<file path="src/sv/datr_pkg.sv">
// ----------------------------------------------------------------------------
// datr_pkg
// Shared types, widths and codes for the delivery acknowledge/timeout tracker.
// ----------------------------------------------------------------------------
package datr_pkg;

    localparam int TABLE_DEPTH = 16;
    localparam int IDX_W       = $clog2(TABLE_DEPTH);
    localparam int CNT_W       = $clog2(TABLE_DEPTH + 1);
    localparam int SEQ_W       = 32;
    localparam int TIME_W      = 32;
    localparam int IN_DATA_W   = 72;
    localparam int OUT_DATA_W  = 40;

    localparam logic [TIME_W-1:0] TIMEOUT_RESET = 32'd1000;

    // Request codes carried on the input tuser.
    localparam logic [1:0] REQ_SEND = 2'd0;
    localparam logic [1:0] REQ_ACK  = 2'd1;
    localparam logic [1:0] REQ_TICK = 2'd2;

    // Result codes carried on the output tuser.
    localparam logic [1:0] KIND_ASSIGNED  = 2'd0;
    localparam logic [1:0] KIND_FULL      = 2'd1;
    localparam logic [1:0] KIND_DELIVERED = 2'd2;
    localparam logic [1:0] KIND_TIMEOUT   = 2'd3;

    typedef logic [IDX_W-1:0] idx_t;
    typedef logic [CNT_W-1:0] cnt_t;

    typedef struct packed {
        logic [SEQ_W-1:0]  number;
        logic [TIME_W-1:0] sent;
        logic              notify;
    } entry_t;

    // Table access requests; indexes are logical positions from the ring head.
    typedef struct packed {
        logic rd_en;
        idx_t rd_k;
        logic wr_en;
        idx_t wr_k;
    } tbl_ctrl_t;

    // Adds an offset to a ring position, wrapping at the table depth.
    function automatic idx_t ring_add(idx_t base, cnt_t off);
        logic [CNT_W:0] sum;
        sum = (CNT_W + 1)'(base) + (CNT_W + 1)'(off);
        if (sum >= (CNT_W + 1)'(TABLE_DEPTH))
        begin
            sum = sum - (CNT_W + 1)'(TABLE_DEPTH);
        end
        return idx_t'(sum);
    endfunction

endpackage

</file>
<file path="src/sv/delivery_ack_timeout_tracker.sv">
// ----------------------------------------------------------------------------
// delivery_ack_timeout_tracker
// Sender-side delivery tracker: assigns sequence numbers, retires entries on
// acknowledge and on timeout, and reports each retired entry newest first.
// ----------------------------------------------------------------------------
// m_tvalid rises from ST_FLUSH, which a send beat moves to, once the output is free,
// and the next input beat is taken after ST_FLUSH (later while the output stalls).
// An ack or tick beat reads the pending entries newest first, one per cycle through
// the single read port while no output stall holds the sweep: the next input beat
// follows once ST_SWEEP is done, and after ST_FLUSH as well when it reports.
// Reset empties the table at once, zeroes the sequence counter and sets timeout 1000.
module delivery_ack_timeout_tracker (
    input  logic                             clk,
    input  logic                             rst_n,
    input  logic                             cfg_wr_en,
    input  logic [31:0]                      cfg_wr_data,  // timeout_ticks
    input  logic                             s_tvalid,
    output logic                             s_tready,
    // now[31:0], ack_seq[63:32], notify[64]
    input  logic [datr_pkg::IN_DATA_W-1:0]   s_tdata,
    input  logic [1:0]                       s_tuser,      // req_type[1:0]
    output logic                             m_tvalid,
    input  logic                             m_tready,
    output logic [datr_pkg::OUT_DATA_W-1:0]  m_tdata,      // seq[31:0], wants_notice[32]
    output logic [1:0]                       m_tuser,      // kind[1:0]
    output logic                             m_tlast
);
    import datr_pkg::*;

    typedef enum logic [2:0] {
        ST_IDLE  = 3'b001,
        ST_SWEEP = 3'b010,
        ST_FLUSH = 3'b100
    } state_t;

    localparam cnt_t CNT_FULL = cnt_t'(TABLE_DEPTH);

    state_t            state_reg, state_next;
    cnt_t              count_reg, count_next;
    idx_t              head_reg, head_next;
    logic [SEQ_W-1:0]  next_number_reg, next_number_next;
    logic [TIME_W-1:0] timeout_reg, timeout_next;
    cnt_t              rem_reg, rem_next;
    cnt_t              hits_reg, hits_next;
    idx_t              wr_k_reg, wr_k_next;
    logic              st1_valid_reg, st1_valid_next;
    logic              held_valid_reg, held_valid_next;
    logic              m_tvalid_reg, m_tvalid_next;

    logic [1:0]        req_reg, req_next;
    logic [TIME_W-1:0] now_reg, now_next;
    logic [SEQ_W-1:0]  ack_reg, ack_next;
    logic [1:0]        held_kind_reg, held_kind_next;
    logic [SEQ_W-1:0]  held_seq_reg, held_seq_next;
    logic              held_notice_reg, held_notice_next;
    logic [1:0]        out_kind_reg, out_kind_next;
    logic [SEQ_W-1:0]  out_seq_reg, out_seq_next;
    logic              out_notice_reg, out_notice_next;
    logic              out_last_reg, out_last_next;

    tbl_ctrl_t         tbl_ctrl;
    entry_t            tbl_wr_data;
    entry_t            rd_data;

    logic [TIME_W-1:0] age;
    logic              hit;
    logic              out_free;
    logic              stall;
    logic [1:0]        sweep_kind;

    datr_table u_table (
        .clk     (clk),
        .head    (head_reg),
        .ctrl    (tbl_ctrl),
        .wr_data (tbl_wr_data),
        .rd_data (rd_data)
    );

    assign age        = now_reg - rd_data.sent;
    assign hit        = (req_reg == REQ_ACK) ? (rd_data.number == ack_reg)
                                             : (age >= timeout_reg);
    assign sweep_kind = (req_reg == REQ_ACK) ? KIND_DELIVERED : KIND_TIMEOUT;
    assign out_free   = !m_tvalid_reg || m_tready;
    // A hit needs the held report to move out first; wait if the output is full.
    assign stall      = st1_valid_reg && hit && held_valid_reg && !out_free;

    always_comb
    begin
        state_next       = state_reg;
        count_next       = count_reg;
        head_next        = head_reg;
        next_number_next = next_number_reg;
        timeout_next     = timeout_reg;
        rem_next         = rem_reg;
        hits_next        = hits_reg;
        wr_k_next        = wr_k_reg;
        st1_valid_next   = st1_valid_reg;
        held_valid_next  = held_valid_reg;
        m_tvalid_next    = m_tvalid_reg;
        req_next         = req_reg;
        now_next         = now_reg;
        ack_next         = ack_reg;
        held_kind_next   = held_kind_reg;
        held_seq_next    = held_seq_reg;
        held_notice_next = held_notice_reg;
        out_kind_next    = out_kind_reg;
        out_seq_next     = out_seq_reg;
        out_notice_next  = out_notice_reg;
        out_last_next    = out_last_reg;
        tbl_ctrl         = '0;
        tbl_wr_data      = rd_data;

        if (cfg_wr_en)
        begin
            timeout_next = cfg_wr_data;
        end

        if (m_tvalid_reg && m_tready)
        begin
            m_tvalid_next = 1'b0;
        end

        unique case (state_reg)
            ST_IDLE:
            begin
                if (s_tvalid)
                begin
                    req_next = s_tuser;
                    now_next = s_tdata[31:0];
                    ack_next = s_tdata[63:32];
                    case (s_tuser) inside
                        REQ_SEND:
                        begin
                            if (count_reg == CNT_FULL)
                            begin
                                held_kind_next   = KIND_FULL;
                                held_seq_next    = '0;
                                held_notice_next = 1'b0;
                            end
                            else
                            begin
                                tbl_ctrl.wr_en     = 1'b1;
                                tbl_ctrl.wr_k      = idx_t'(count_reg);
                                tbl_wr_data.number = next_number_reg;
                                tbl_wr_data.sent   = s_tdata[31:0];
                                tbl_wr_data.notify = s_tdata[64];
                                held_kind_next     = KIND_ASSIGNED;
                                held_seq_next      = next_number_reg;
                                held_notice_next   = s_tdata[64];
                                count_next         = count_reg + cnt_t'(1);
                                next_number_next   = next_number_reg + 32'd1;
                            end
                            held_valid_next = 1'b1;
                            state_next      = ST_FLUSH;
                        end
                        REQ_ACK, REQ_TICK:
                        begin
                            rem_next   = count_reg;
                            hits_next  = '0;
                            wr_k_next  = idx_t'(count_reg - cnt_t'(1));
                            state_next = ST_SWEEP;
                        end
                        default:
                        begin
                        end
                    endcase
                end
            end
            ST_SWEEP:
            begin
                if (!stall)
                begin
                    if (rem_reg != '0)
                    begin
                        tbl_ctrl.rd_en = 1'b1;
                        tbl_ctrl.rd_k  = idx_t'(rem_reg - cnt_t'(1));
                        rem_next       = rem_reg - cnt_t'(1);
                        st1_valid_next = 1'b1;
                    end
                    else
                    begin
                        st1_valid_next = 1'b0;
                    end

                    if (st1_valid_reg)
                    begin
                        if (hit)
                        begin
                            if (held_valid_reg)
                            begin
                                out_kind_next   = held_kind_reg;
                                out_seq_next    = held_seq_reg;
                                out_notice_next = held_notice_reg;
                                out_last_next   = 1'b0;
                                m_tvalid_next   = 1'b1;
                            end
                            held_kind_next   = sweep_kind;
                            held_seq_next    = rd_data.number;
                            held_notice_next = rd_data.notify;
                            held_valid_next  = 1'b1;
                            hits_next        = hits_reg + cnt_t'(1);
                        end
                        else
                        begin
                            // Survivors pack toward the newest end of the ring.
                            tbl_ctrl.wr_en = 1'b1;
                            tbl_ctrl.wr_k  = wr_k_reg;
                            wr_k_next      = wr_k_reg - idx_t'(1);
                        end
                    end
                    else if (rem_reg == '0)
                    begin
                        count_next = count_reg - hits_reg;
                        head_next  = ring_add(head_reg, hits_reg);
                        state_next = held_valid_reg ? ST_FLUSH : ST_IDLE;
                    end
                end
            end
            ST_FLUSH:
            begin
                if (out_free)
                begin
                    out_kind_next   = held_kind_reg;
                    out_seq_next    = held_seq_reg;
                    out_notice_next = held_notice_reg;
                    out_last_next   = 1'b1;
                    m_tvalid_next   = 1'b1;
                    held_valid_next = 1'b0;
                    state_next      = ST_IDLE;
                end
            end
            default:
            begin
                state_next = ST_IDLE;
            end
        endcase
    end

    always_ff @(posedge clk or negedge rst_n)
    begin
        if (!rst_n)
        begin
            state_reg       <= ST_IDLE;
            count_reg       <= '0;
            head_reg        <= '0;
            next_number_reg <= '0;
            timeout_reg     <= TIMEOUT_RESET;
            rem_reg         <= '0;
            hits_reg        <= '0;
            wr_k_reg        <= '0;
            st1_valid_reg   <= 1'b0;
            held_valid_reg  <= 1'b0;
            m_tvalid_reg    <= 1'b0;
        end
        else
        begin
            state_reg       <= state_next;
            count_reg       <= count_next;
            head_reg        <= head_next;
            next_number_reg <= next_number_next;
            timeout_reg     <= timeout_next;
            rem_reg         <= rem_next;
            hits_reg        <= hits_next;
            wr_k_reg        <= wr_k_next;
            st1_valid_reg   <= st1_valid_next;
            held_valid_reg  <= held_valid_next;
            m_tvalid_reg    <= m_tvalid_next;
        end
    end

    always_ff @(posedge clk)
    begin
        req_reg         <= req_next;
        now_reg         <= now_next;
        ack_reg         <= ack_next;
        held_kind_reg   <= held_kind_next;
        held_seq_reg    <= held_seq_next;
        held_notice_reg <= held_notice_next;
        out_kind_reg    <= out_kind_next;
        out_seq_reg     <= out_seq_next;
        out_notice_reg  <= out_notice_next;
        out_last_reg    <= out_last_next;
    end

    assign s_tready = (state_reg == ST_IDLE);
    assign m_tvalid = m_tvalid_reg;
    assign m_tdata  = {7'b0, out_notice_reg, out_seq_reg};
    assign m_tuser  = out_kind_reg;
    assign m_tlast  = out_last_reg;

endmodule

</file>
<file path="src/sv/datr_table.sv">
// ----------------------------------------------------------------------------
// datr_table
// Pending-entry table: one synchronous memory organized as a ring, with one
// write and one registered read per cycle, both addressed from the ring head.
// ----------------------------------------------------------------------------
module datr_table (
    input  logic              clk,
    input  datr_pkg::idx_t    head,
    input  datr_pkg::tbl_ctrl_t ctrl,
    input  datr_pkg::entry_t  wr_data,
    output datr_pkg::entry_t  rd_data
);
    import datr_pkg::*;

    entry_t mem [TABLE_DEPTH];
    entry_t rd_q_reg;
    idx_t   wr_addr;
    idx_t   rd_addr;

    assign wr_addr = ring_add(head, cnt_t'(ctrl.wr_k));
    assign rd_addr = ring_add(head, cnt_t'(ctrl.rd_k));

    always_ff @(posedge clk)
    begin
        if (ctrl.wr_en)
        begin
            mem[wr_addr] <= wr_data;
        end
        if (ctrl.rd_en)
        begin
            rd_q_reg <= mem[rd_addr];
        end
    end

    assign rd_data = rd_q_reg;

endmodule
</file>
<file path="config.mk">
export PLATFORM = sky130hd
export DESIGN_NAME = delivery_ack_timeout_tracker
export DESIGN_NICKNAME = d
export VERILOG_FILES = /design/src/sv/datr_pkg.sv /design/src/sv/delivery_ack_timeout_tracker.sv /design/src/sv/datr_table.sv
export SDC_FILE = /design/constraint.sdc
export NUM_CORES = 1
export LEC_CHECK = 0
export BUFFER_PORTS_ARGS = -buffer_cell sky130_fd_sc_hd__buf_2
export CAP_MARGIN = 0
export CORE_MARGIN = 2
export CORE_UTILIZATION = 51
export CTS_CLUSTER_SIZE = 28
export DETAILED_ROUTE_END_ITERATION = 10
export GPL_TIMING_DRIVEN = 1
export PLACE_DENSITY_LB_ADDON = 0.3
export SLEW_MARGIN = 20
export SYNTH_ARGS = -nofsm -noshare
export SYNTH_HDL_FRONTEND = slang
export SYNTH_SLANG_ARGS = --single-unit
</file>
<file path="constraint.sdc">
create_clock -name clk -period 13.4 [get_ports clk]
set_clock_uncertainty 0.1 [all_clocks]
set_input_delay 2.01 -clock clk [delete_from_list [all_inputs] [get_ports clk]]
set_output_delay 2.01 -clock clk [all_outputs]
set_load 0.01 [all_outputs]
</file>
==> flow_metrics.tcl <==
set metrics [dict create \
    dieArea_sq_um 109100 \
    cts_root_buffer "clkbuf_16" \
    clk_pin_slew_ns 0.06 \
    finalCritPeriodShare 0.7731 \
    synth.cell_area_sq_um 54310 \
    fill_cells 7637 \
    ant_nets 0 \
    port_buffers 141 \
    drv_slew 0 \
    worstHoldStart "held_seq_reg[26]" \
    reg2regPathDepth 29 \
    synth-main-ff-cell "edfxtp_1" \
    wl_met2_um 65540 \
    cts_buffers 135 \
    gp_congestion 0.8579 \
    fin_crit_ns 10.36 \
    synth-edff-count 1242 \
    wire_per_inst_um 27.49 \
    largest_reg_flops 1040 \
    rows 119 \
    clk_path_buf_depth 3 \
    setup.worst_path.start_class "flip-flop" \
    critPathRequiredTime_ns 13.73 \
    vias 28420 \
    clock_sinks 1335 \
    gr-usage-all-layers 0.2390 \
    hold_path.class "flip-flop to flip-flop" \
    p_per_area_nw_per_um2 196.3 \
    final_area_sq_um 61610 \
    wirelength_um 128900 \
    initial_core_util 0.5152 \
    nets 3383 \
    register_area_sq_um 39630 \
    pin_count 156 \
    drc_errors 4 \
    netlist.area_leader.share 0.6867 \
    violations "design-rule violations" \
    max_stage_delay_ns 1.32 \
    globalRouteOverflowTotal 0 \
    clock.fmax_mhz 96.53 \
    antenna_found_initial 0 \
    wl_met3_um 9004 \
    dpl.cell_count 4432 \
    critPathCaptureType "flip-flop" \
    dpl.hpwl_um 69520 \
    placed_area_sq_um 57050 \
    synth_area_leaders "edfxtp_1, mux4_2, dfrtp_1" \
    cap_violations 0 \
    drive_gt1_frac 0.2160 \
    critical_path_class "flip-flop to flip-flop" \
    synthCells 2968 \
    synth-async-reset-ratio 0.06966 \
    die_height_um 330.3 \
    rsz0062_at_grt "no" \
    holdBufCountCts 0 \
    final_hold_viol_count 0 \
    tightest_slew_ns 1.074 \
    status "finished, violations left" \
    syn_area_per_cell_sq_um 18.30 \
    ys_seq_elements 1335 \
    cts-resized-gates 0 \
    clk_latency_ns 0.74 \
    cp_max_fo 130 \
    reg2reg_from "now_reg[0]" \
    yosysWarningCount 0 \
    ir_drop_mv 0.2163 \
    h-tree-depth 4 \
    cpMaxStageDelayCell "fa_4" \
    reg2reg_to "u_table.rd_data[24]" \
    p_leak_nw 21.37 \
    met1Wirelength_um 50910 \
    core_sq_um 105400 \
    viasPerCell 6.064 \
    die_w_um 330.3 \
    arrival_ns 10.69 \
    ys_seq_area_frac 0.7297 \
    drt_pass1_iterations 9 \
    regToRegSetupSlack_ns 3.04 \
    hold_depth 0 \
    fin_tns_setup_ns 0 \
    multi_input_area_sq_um 13960 \
    slew_headroom 0.2838 \
    grt_pass1_vias 29390 \
    synthDistinctLibCells 72 \
    top_layer "met4" \
    fin_cells 4687 \
    grt_pass1_wl_um 189400 \
    finalSetupViolations 0 \
    post-synth-top-area-cell "edfxtp_1" \
    post_cts_buffers 0 \
    whs_endpoint "out_seq_reg[26]" \
    drtIter0Drc 3207 \
    top_register "u_table.mem" \
    area_growth_syn_to_layout_pct 13.43 \
    cts_tree "yes" \
    grt_max_degree 131 \
    num_antenna_cells 0 \
]
-- stage by stage --
stage	power, W	hold WS (ns)	setup WS (ns)	utilization
after global placement	0.008259	0.3046	3.183	0.5406
final	0.01210	0.3148	3.041	0.5844
after global routing	0.01259	0.3212	2.545	0.5844
after detailed placement	0.008369	0.3054	3.090	0.5412
after floorplan	0.007505	0.3003	2.473	-
after CTS	0.01216	0.3189	3.001	0.5839
-- cells in the mapped netlist (52+ instances only) --
master / n
a21oi_1: 52
clkbuf_1: 86
dfrtp_1: 86
edfxtp_1: 1242
ha_1: 82
inv_1: 86
mux2i_1: 201
mux4_2: 260
nand2_1: 282
nor2_1: 66
o21ai_0: 121
xnor2_1: 52
-- placed cells by master (no fill, tap or decap), drive strengths merged, types with 66 or more instances in the layout --
cell type,count
edfxtp,1242
nand2,282
mux4,260
mux2i,201
buf,201
clkbuf,183
o21ai,123
inv,90
dfrtp,86
ha,82
nor2,66
-- per-layer routing --
metal | up-vias | global-route usage
met5 | - | 0
met4 | 0 | 0.07417
met3 | 224 | 0.03599
met2 | 1261 | 0.4039
met1 | 14810 | 0.3232
li1 | 12130 | -
-- cell families after synthesis --
group                    after synthesis  share of synthesized area
AND/OR/NAND/NOR                      473                    0.03790
flip-flops                          1335                     0.7297
AO/OA/AOI/OAI                        282                    0.03218
other                                  1                 0.00006905
multiplexers                         467                     0.1461
XOR/XNOR                             103                    0.01661
adder cells (fa/ha/maj)               87                    0.02073
buffers and inverters                220                    0.01670
-- final cells by class --
class                   count  area share
inverters                  88    0.005382
well taps                1391     0.02825
flip-flops and latches   1335      0.6433
clock inverters            70     0.01277
clock buffers             178     0.06034
repair buffers            206     0.02327
multi-input cells        1419      0.2267
-- report_power, final --
group / switching [W] / total, W / leakage [nW] / internal [W]
registers: 0.000140 / 0.00523 / 12.4 / 0.00509
clock network: 0.00155 / 0.00380 / 2.17 / 0.00225
logic: 0.00176 / 0.00307 / 6.79 / 0.00130
-- worst max-delay path, delay by kind of cell, from the launching register on --
family                   cells  cell delay, ns
AO/OA/AOI/OAI                9            3.18
adder cells (fa/ha/maj)      5            2.45
AND/OR/NAND/NOR              7            1.91
buffers and inverters        4            1.02
multiplexers                 3            0.72
flip-flops                   1            0.36
XOR/XNOR                     1            0.09
-- worst max-delay path by stage --
stage / from / to / slack, ns / cells after the start
after floorplan: now_reg[0] / u_table.mem[4][0] / 2.47 / 31
after global placement: now_reg[0] / u_table.rd_data[24] / 3.18 / 29
after detailed placement: now_reg[0] / u_table.rd_data[24] / 3.09 / 29
after CTS: now_reg[0] / u_table.rd_data[31] / 3.00 / 29
after global routing: now_reg[0] / u_table.mem[12][47] / 2.54 / 32
final: now_reg[0] / u_table.rd_data[24] / 3.04 / 29
Note: power is estimated with default switching activity, not from simulation.
